<file path="config.mk">
export PLATFORM = sky130hd
export DESIGN_NAME = led_matrix_text_scroller
export DESIGN_NICKNAME = d
export VERILOG_FILES = /design/src/hdl/lmts_pkg.sv /design/src/hdl/led_matrix_text_scroller.sv
export VERILOG_INCLUDE_DIRS = /design/src /design/src/hdl
export SDC_FILE = /design/constraint.sdc
export NUM_CORES = 1
export LEC_CHECK = 0
export ABC_CLOCK_PERIOD_IN_PS = 5000
export BUFFER_PORTS_ARGS = -buffer_cell sky130_fd_sc_hd__buf_2
export CAP_MARGIN = 20
export CORE_ASPECT_RATIO = 0.75
export CORE_UTILIZATION = 50
export DETAILED_ROUTE_END_ITERATION = 10
export PLACE_DENSITY_LB_ADDON = 0.2
export REMOVE_ABC_BUFFERS = 1
export SLEW_MARGIN = 20
export SYNTH_ARGS = -nofsm -noshare
export SYNTH_HDL_FRONTEND = slang
export SYNTH_SLANG_ARGS = --single-unit
</file>
<file path="constraint.sdc">
create_clock -name clk -period 5 [get_ports clk]
set_clock_uncertainty 0.05 [all_clocks]
set_input_delay 0 -clock clk [delete_from_list [all_inputs] [get_ports clk]]
set_output_delay 0 -clock clk [all_outputs]
set_load 0.01 [all_outputs]
</file>
<file path="src/hdl/led_matrix_text_scroller_assert.svh">
// Assertion macros shared by the scroller RTL.
`ifndef LED_MATRIX_TEXT_SCROLLER_ASSERT_SVH
`define LED_MATRIX_TEXT_SCROLLER_ASSERT_SVH

// The consequent must hold in the same cycle as the antecedent.
`define LMTS_ASSERT_NOW(label, ante, cons, msg) \
  label: assert property (@(posedge clk) disable iff (!rst_n) (ante) |-> (cons)) \
    else $error(msg);

// The consequent must hold in the cycle after the antecedent.
`define LMTS_ASSERT_NEXT(label, ante, cons, msg) \
  label: assert property (@(posedge clk) disable iff (!rst_n) (ante) |=> (cons)) \
    else $error(msg);

`endif

</file>
<file path="src/hdl/lmts_pkg.sv">
// Package with the item kinds, character codes and font table of the text scroller.
`timescale 1ns / 1ps

package lmts_pkg;

  localparam int MSG_DEPTH_DEFAULT = 32;

  typedef enum logic [1:0] {
    KIND_WRITE   = 2'd0,
    KIND_RESTART = 2'd1,
    KIND_TICK    = 2'd2,
    KIND_NOP     = 2'd3
  } kind_t;

  localparam logic [7:0] CHAR_A     = 8'd65;
  localparam logic [7:0] CHAR_Z     = 8'd90;
  localparam logic [7:0] CHAR_SPACE = 8'd32;

  localparam logic [2:0] GAP_MAX = 3'd5;

  localparam logic [1:0] WRAP_NONE = 2'd0;
  localparam logic [1:0] WRAP_SEEN = 2'd1;
  localparam logic [1:0] WRAP_GAP  = 2'd2;

  localparam int NUM_LETTERS = 26;

  // One entry per letter, row 0 in the top byte, MSB is the leftmost column.
  localparam logic [63:0] FONT_ROM [NUM_LETTERS] = '{
    64'h18244242_7e424242, 64'h7c42427c_4242427c, 64'h3c424040_4040423c,
    64'h78444242_42424478, 64'h7e40407e_4040407e, 64'h7e40407e_40404040,
    64'h38444040_4e444438, 64'h4242427e_42424242, 64'h7e181818_1818187e,
    64'h7e080808_08084830, 64'h42444870_70484442, 64'h60606060_6060607e,
    64'h42665a5a_42424242, 64'h4262727a_5e4e4642, 64'h3c424242_4242423c,
    64'h7c424242_7c404040, 64'h18244242_424a241a, 64'h78444478_70484442,
    64'h3c424030_1806423c, 64'h7e7e1818_18181818, 64'h42424242_4242423c,
    64'h42424242_42663c18, 64'h42424242_5a5a6642, 64'h42662418_18246642,
    64'h42424224_18181818, 64'h7e020408_1020407e
  };

  function automatic logic is_letter(input logic [7:0] code);
    return (code >= CHAR_A) && (code <= CHAR_Z);
  endfunction

  // Glyph of a character; anything that is not a capital letter is blank.
  function automatic logic [63:0] glyph_of(input logic [7:0] code);
    logic [7:0] idx;
    idx = code - CHAR_A;
    return is_letter(code) ? FONT_ROM[idx[4:0]] : 64'd0;
  endfunction

endpackage

</file>
<file path="src/hdl/led_matrix_text_scroller.sv">
// Top level of the 8x8 LED matrix text scroller.
`timescale 1ns / 1ps
// Usage:
// Items arrive on the in_ stream. in_tuser carries the kind: write a message
// character (in_tdata holds position and code), restart the scroll, scroll
// tick, or no operation. Every item yields exactly one result item on the
// out_ stream: the eight rows of the current frame, row 0 in the low byte.
// The cfg_ port sets the message length; write it only while the block is idle.
// A write or no-op goes from idle straight to the done state; a restart passes
// through the reset states S_RST0 and S_RST1, and a tick through the tick state,
// followed by the search state when the next frame has run dry. The search reads
// up to length message characters, one per cycle, through the single read port
// of the message store and tests each with one shared letter comparator.
// One item is processed at a time; in_tready is high only in the idle state.
// A finished result sits in an output register, so the next item is taken
// while the receiver stalls; a further result then waits until that register
// is emptied. Reset (rst_n low at a clock edge) blanks both frames, clears
// the scroll position, wrap and gap state and the length, and empties the
// output register. Message store contents are undefined until written.

module led_matrix_text_scroller #(
  parameter int MSG_DEPTH = lmts_pkg::MSG_DEPTH_DEFAULT
) (
  input  logic        clk,
  input  logic        rst_n,
  // Input stream.
  input  logic        in_tvalid,
  output logic        in_tready,
  input  logic [15:0] in_tdata,   // [4:0] char_position, [12:5] char_code, rest zero
  input  logic [1:0]  in_tuser,   // [1:0] kind
  // Result stream.
  output logic        out_tvalid,
  input  logic        out_tready,
  output logic [63:0] out_tdata,  // row_0 [7:0], row_1 [15:8], ... row_7 [63:56]
  // Configuration.
  input  logic        cfg_wr_en,
  input  logic [5:0]  cfg_wr_data // message_length
);

`include "led_matrix_text_scroller_assert.svh"

  localparam int AW = $clog2(MSG_DEPTH);
  localparam int LW = $clog2(MSG_DEPTH + 1);

  typedef enum logic [5:0] {
    S_IDLE = 6'b000001,
    S_RST0 = 6'b000010,
    S_RST1 = 6'b000100,
    S_TICK = 6'b001000,
    S_SCAN = 6'b010000,
    S_DONE = 6'b100000
  } state_t;

  state_t         state_r, state_nxt;
  logic           out_tvalid_r, out_tvalid_nxt;
  logic [63:0]    out_data_r, out_data_nxt;
  logic [5:0]     msg_len_r;
  logic [7:0]     cur_frm_r [8];
  logic [7:0]     cur_frm_nxt [8];
  logic [7:0]     nxt_frm_r [8];
  logic [7:0]     nxt_frm_nxt [8];
  logic [AW-1:0]  rp_r, rp_nxt;
  logic [1:0]     wp_r, wp_nxt;
  logic [2:0]     gap_r, gap_nxt;
  logic [AW-1:0]  pos_r, pos_nxt;
  logic [LW-1:0]  cnt_r, cnt_nxt;
  logic           wrapped_r, wrapped_nxt;

  // Message store: one write port, one registered read port.
  logic [7:0]     mem [MSG_DEPTH];
  logic [7:0]     rd_data_r;
  logic [AW-1:0]  rd_addr;
  logic           mem_we;

  logic                 accept;
  lmts_pkg::kind_t      in_kind;
  logic [4:0]           in_pos;
  logic [7:0]           in_code;
  logic [LW-1:0]        len_eff;
  logic [AW-1:0]        rp_back2;
  logic [2:0]           gap_t;
  logic                 hold;
  logic                 empty;
  logic [LW-1:0]        pinc;
  logic [AW-1:0]        newp;
  logic [1:0]           wp_t;
  logic [63:0]          glyph;

  assign in_kind = lmts_pkg::kind_t'(in_tuser[1:0]);
  assign in_pos  = in_tdata[4:0];
  assign in_code = in_tdata[12:5];

  assign in_tready  = (state_r == S_IDLE);
  assign accept     = in_tvalid && in_tready;
  assign out_tvalid = out_tvalid_r;
  assign out_tdata  = out_data_r;

  // Lengths above the store depth act as the full store.
  assign len_eff = (32'(msg_len_r) > 32'(MSG_DEPTH)) ? LW'(MSG_DEPTH) : LW'(msg_len_r);

  // The gap check looks at the character two places behind the read position.
  assign rp_back2 = (rp_r > AW'(1)) ? (rp_r - AW'(2)) : '0;

  assign mem_we = accept && (in_kind == lmts_pkg::KIND_WRITE) &&
                  (32'(in_pos) < 32'(MSG_DEPTH));

  always_ff @(posedge clk) begin
    if (mem_we) begin
      mem[AW'(in_pos)] <= in_code;
    end
    rd_data_r <= mem[rd_addr];
  end

  always_comb begin
    state_nxt      = state_r;
    out_tvalid_nxt = out_tvalid_r;
    out_data_nxt   = out_data_r;
    cur_frm_nxt    = cur_frm_r;
    nxt_frm_nxt    = nxt_frm_r;
    rp_nxt         = rp_r;
    wp_nxt         = wp_r;
    gap_nxt        = gap_r;
    pos_nxt        = pos_r;
    cnt_nxt        = cnt_r;
    wrapped_nxt    = wrapped_r;
    rd_addr        = '0;
    gap_t          = gap_r;
    hold           = 1'b0;
    empty          = 1'b1;
    pinc           = LW'(pos_r) + LW'(1);
    newp           = '0;
    wp_t           = wp_r;
    glyph          = lmts_pkg::glyph_of(rd_data_r);

    if (out_tvalid_r && out_tready) begin
      out_tvalid_nxt = 1'b0;
    end

    case (state_r)
      S_IDLE: begin
        if (accept) begin
          case (in_kind)
            lmts_pkg::KIND_RESTART: begin
              rd_addr   = '0;
              state_nxt = S_RST0;
            end
            lmts_pkg::KIND_TICK: begin
              rd_addr   = rp_back2;
              state_nxt = S_TICK;
            end
            default: begin
              state_nxt = S_DONE;
            end
          endcase
        end
      end

      S_RST0: begin
        // Character 0 goes straight into the visible frame.
        wp_nxt  = lmts_pkg::WRAP_NONE;
        gap_nxt = '0;
        rp_nxt  = '0;
        for (int r = 0; r < 8; r++) begin
          cur_frm_nxt[r] = '0;
          nxt_frm_nxt[r] = '0;
          if (len_eff != '0) begin
            cur_frm_nxt[r] = glyph[(7 - r) * 8 +: 8];
          end
        end
        if (len_eff > LW'(1)) begin
          rp_nxt = AW'(1);
        end
        rd_addr   = AW'(1);
        state_nxt = S_RST1;
      end

      S_RST1: begin
        // Character 1 waits in the next frame, already one column in.
        if (len_eff > LW'(1)) begin
          for (int r = 0; r < 8; r++) begin
            nxt_frm_nxt[r] = {glyph[(7 - r) * 8 +: 7], 1'b0};
          end
          rp_nxt = (LW'(2) >= len_eff) ? '0 : AW'(2);
        end
        state_nxt = S_DONE;
      end

      S_TICK: begin
        // A space or a fresh wrap two characters back opens a gap of four
        // columns during which the next frame is held.
        if ((rd_data_r == lmts_pkg::CHAR_SPACE) || (wp_r == lmts_pkg::WRAP_GAP)) begin
          gap_t = (gap_r < lmts_pkg::GAP_MAX) ? (gap_r + 3'd1) : lmts_pkg::GAP_MAX;
        end
        hold = (gap_t != '0) && (gap_t < lmts_pkg::GAP_MAX);
        for (int r = 0; r < 8; r++) begin
          cur_frm_nxt[r] = {cur_frm_r[r][6:0], hold ? 1'b0 : nxt_frm_r[r][7]};
          if (!hold) begin
            nxt_frm_nxt[r] = {nxt_frm_r[r][6:0], 1'b0};
          end
          if (nxt_frm_nxt[r] != '0) begin
            empty = 1'b0;
          end
        end
        gap_nxt = gap_t;
        if (!empty || (len_eff == '0)) begin
          state_nxt = S_DONE;
        end else begin
          // Next frame ran dry: search the store for the following letter.
          gap_nxt = '0;
          cnt_nxt = '0;
          if (LW'(rp_r) >= len_eff) begin
            pos_nxt     = '0;
            wrapped_nxt = 1'b1;
          end else begin
            pos_nxt     = rp_r;
            wrapped_nxt = 1'b0;
          end
          rd_addr   = pos_nxt;
          state_nxt = S_SCAN;
        end
      end

      S_SCAN: begin
        if (lmts_pkg::is_letter(rd_data_r)) begin
          for (int r = 0; r < 8; r++) begin
            nxt_frm_nxt[r] = glyph[(7 - r) * 8 +: 8];
          end
          wp_t = wrapped_r ? lmts_pkg::WRAP_SEEN : wp_r;
          if (pinc >= len_eff) begin
            wp_t = lmts_pkg::WRAP_SEEN;
            newp = '0;
          end else begin
            newp = AW'(pinc);
          end
          if ((newp == AW'(1)) && (wp_t == lmts_pkg::WRAP_SEEN)) begin
            wp_t = lmts_pkg::WRAP_GAP;
          end else if ((newp != AW'(1)) && (wp_t == lmts_pkg::WRAP_GAP)) begin
            wp_t = lmts_pkg::WRAP_NONE;
          end
          rp_nxt    = newp;
          wp_nxt    = wp_t;
          state_nxt = S_DONE;
        end else if ((cnt_r + LW'(1)) == len_eff) begin
          // Whole message looked at and no letter in it.
          state_nxt = S_DONE;
        end else begin
          cnt_nxt = cnt_r + LW'(1);
          if (pinc >= len_eff) begin
            pos_nxt     = '0;
            wrapped_nxt = 1'b1;
          end else begin
            pos_nxt = AW'(pinc);
          end
          rd_addr = pos_nxt;
        end
      end

      S_DONE: begin
        // The frame waits here while the previous result is still unread.
        if (!out_tvalid_r || out_tready) begin
          for (int r = 0; r < 8; r++) begin
            out_data_nxt[r * 8 +: 8] = cur_frm_r[r];
          end
          out_tvalid_nxt = 1'b1;
          state_nxt      = S_IDLE;
        end
      end

      default: begin
        state_nxt = S_IDLE;
      end
    endcase
  end

  always_ff @(posedge clk) begin
    if (!rst_n) begin
      state_r      <= S_IDLE;
      out_tvalid_r <= 1'b0;
      msg_len_r    <= '0;
      rp_r         <= '0;
      wp_r         <= lmts_pkg::WRAP_NONE;
      gap_r        <= '0;
      for (int r = 0; r < 8; r++) begin
        cur_frm_r[r] <= '0;
        nxt_frm_r[r] <= '0;
      end
    end else begin
      state_r      <= state_nxt;
      out_tvalid_r <= out_tvalid_nxt;
      if (cfg_wr_en) begin
        msg_len_r <= cfg_wr_data;
      end
      rp_r      <= rp_nxt;
      wp_r      <= wp_nxt;
      gap_r     <= gap_nxt;
      cur_frm_r <= cur_frm_nxt;
      nxt_frm_r <= nxt_frm_nxt;
    end
  end

  always_ff @(posedge clk) begin
    out_data_r <= out_data_nxt;
    pos_r      <= pos_nxt;
    cnt_r      <= cnt_nxt;
    wrapped_r  <= wrapped_nxt;
  end

  `LMTS_ASSERT_NOW(a_ready_only_idle, in_tready, state_r == S_IDLE, "ready outside idle")
  `LMTS_ASSERT_NEXT(a_accept_leaves_idle, accept, state_r != S_IDLE, "item accepted but idle")
  `LMTS_ASSERT_NEXT(a_done_gives_result, state_r == S_DONE, out_tvalid_r, "no result after item")
  `LMTS_ASSERT_NOW(a_scan_bounded, state_r == S_SCAN, cnt_r < len_eff, "search ran past length")
  `LMTS_ASSERT_NOW(a_gap_saturates, 1'b1, gap_r <= lmts_pkg::GAP_MAX, "gap count above limit")

endmodule

</file>
==> impl_metrics.json <==
{
  "final_cell_area_mm2": 0.0256,
  "grt_overflow_total": 0,
  "track_usage_pct": 27.2,
  "ys_seq_area_share_pct": 58.2,
  "tightestPinTransition_ns": 1.03,
  "worstSetupStartpointType": "flop",
  "synth.top_cells.by_area": "edfxtp_1 (44%), dfxtp_1 (14%), mux2i_1 (6.6%), a22oi_1 (3.4%), nand2_1 (2.7%)",
  "h-tree-depth": 2,
  "p_leak_nw": 8.82,
  "grt_max_degree": 96,
  "netlist_area_mm2": 0.0226,
  "yosysTopAreaCellShare_pct": 44.1,
  "fin_crit_sh_pct": 87.8,
  "fin_util_pct": 57.4,
  "post-route-drc-count": 0,
  "synth.ff_latch_count": 491,
  "nNetsFinal": 2100,
  "worstSetupPathType": "flop to flop",
  "synth_ff_type": "edfxtp_1",
  "die_h_um": 186,
  "clock_sinks": 491,
  "synth_top_area_cell": "edfxtp_1",
  "hp-start": "in_tdata[4]",
  "async_flop_share_pct": 0,
  "finalWeightedCongestion": 0.940,
  "cp_data_required_time_ns": 5.47,
  "io_pins": 95,
  "cts_buffers": 49,
  "clock_tree.root_cell": "clkbuf_16",
  "drt-total-wl_um": 62700,
  "hold_viol": 0,
  "slew_headroom_pct": 30.9,
  "synthTopCellsByCount": "edfxtp_1 (332), nand2_1 (161), dfxtp_1 (159)",
  "cp-end-kind": "flop",
  "whs_ns": 0.0979,
  "yosysUniqueCellTypes": 89,
  "fp-row-count": 67,
  "min_period_ns": 4.39,
  "critPathLaunch": "msg_len_r[5]",
  "drive_gt1_share_pct": 12.6,
  "die-area_mm2": 0.0461,
  "max_freq_mhz": 228,
  "rsz0062_at_grt": "false",
  "power.density_mw_per_mm2": 327,
  "grt_pass1_wl_um": 94600,
  "setup_viol": 0,
  "wl_per_cell_um": 23.5,
  "ir_drop_mv": 0.294,
  "worst_skew_pair.late_latency_ns": 0.62,
  "netlist_instances": 1940,
  "syn_area_per_cell_um2": 11.7,
  "viasPerCell": 6.19,
  "placed_cell_area_mm2": 0.0237,
  "maxCapViolCount": 0,
  "cts_setup_buffers": 0,
  "ctsHoldBuffers": 35,
  "cts_buffer_depth": 3,
  "r2r-start": "msg_len_r[5]",
  "min-delay-path-class": "input port to flop",
  "core_area_mm2": 0.0446,
  "clkTransAtPathRegs_ns": 0.06,
  "vias": 16480,
  "port_buffers": 91,
  "grt_pass1_vias": 15373,
  "antennaDiodeCount": 0,
  "cts-resized-gates": 0,
  "critPathArrivalTime_ns": 4.86,
  "antenna_found_initial": 0,
  "yosysWarningCount": 0,
  "initial_core_util_pct": 50.7,
  "antenna_left": 0,
  "firstDrtPassIters": 8,
  "drtIter0Drc": 1932,
  "cp_max_fo": 35,
  "area_growth_pct": 13.2,
  "synth_enable_flop_cells": 332,
  "die_w_um": 248,
  "synth_most_common_cell": "edfxtp_1",
  "cts_tree": "built",
  "status": "complete, no violations",
  "fill_cells": 3706,
  "slew_viol_final": 0,
  "dpl.hpwl_um": 41700
}
-- critical path: stages, from the launching register on --
cell,delay [ns]
dfxtp_1,0.39
inv_1,0.22
nand2_1,0.12
ha_1,0.28
nor2b_1,0.17
nand2_1,0.08
o21ai_1,0.72
nor4_1,0.18
a221o_4,0.72
buf_12,0.31
mux2_2,0.24
a2bb2oi_1,0.35
nand4_1,0.22
nor4_1,0.19
-- cells by family (layout without fill, tap and decap cells) --
group	count (synthesis)	count (layout)	synth area share, %
AND/OR/NAND/NOR	583	583	13.5
AO/OA/AOI/OAI	503	503	15.3
flip-flops	491	491	58.2
multiplexers	168	168	7.58
buffers and inverters	145	283	2.87
adder cells (fa/ha/maj)	33	33	1.86
XOR/XNOR	17	17	0.725
-- metrics by stage --
stage | std cells | TNS, ns | power [W] | setup slack [ns]
after floorplan | 1816 | -74.78 | 0.00462 | -2.30
after global placement | 2538 | 0 | 0.00477 | 0.739
after detailed placement | 2538 | 0 | 0.00477 | 0.727
after CTS | 2664 | 0 | 0.00839 | 0.713
after global routing | 2664 | 0 | 0.00860 | 0.373
final | 2664 | 0 | 0.00836 | 0.608
-- cell usage in the layout (no fill, tap or decap), drive strengths merged, types with 28 or more instances in the layout --
cell / count
a21oi: 71
buf: 136
o21ai: 112
o22ai: 37
dfxtp: 159
a21boi: 34
mux2i: 149
dlygate4sd3: 35
nor4: 28
nand2: 163
edfxtp: 332
a22oi: 102
clkbuf: 66
nor2b: 79
nor2: 133
ha: 32
and2: 42
nor3: 29
-- per-layer routing --
layer	track usage (%)	share of wire (%)	vias up
li1	-	-	7575
met1	43.3	48	8141
met3	6.41	9.2	74
met4	5.72	1.5	0
met5	0	0	-
met2	37.1	41	690
-- final cells by class --
class	instances	area, um2	area share (%)
clock buffer	66	1310	5.12
clock inverter	25	256	1.00
inverter	21	78.8	0.308
multi-input combinational	1304	8880	34.7
sequential	491	13200	51.4
tap	586	733	2.86
timing repair buffer	171	1200	4.67
-- sequential cells by signal, summed over array words and instances, names as in the netlist --
| register | count |
|---|---|
| out_tvalid | 1 |
| wrapped_r | 1 |
| pos_r | 5 |
| rd_data_r | 8 |
| wp_r | 2 |
| nxt_frm_r | 64 |
| state_r | 6 |
| rp_r | 5 |
| cnt_r | 6 |
| msg_len_r | 6 |
| mem | 256 |
| gap_r | 3 |
| cur_frm_r | 64 |
| out_tdata | 64 |
-- path summary, 6_finish.rpt --
check,end,slack (ns),depth (start not counted)
min,mem[24][7],0.1,3
max reg2reg,rd_data_r[3],0.61,13
max,rd_data_r[3],0.61,13
min reg2reg,out_tdata[7],0.38,0
-- power by group --
group          internal, W  switching (W)  total (W)
registers          0.00435      0.0000174    0.00436
clock network      0.00206        0.00158    0.00364
logic             0.000115       0.000239   0.000354
No activity file was read; power rests on OpenSTA's default activity.
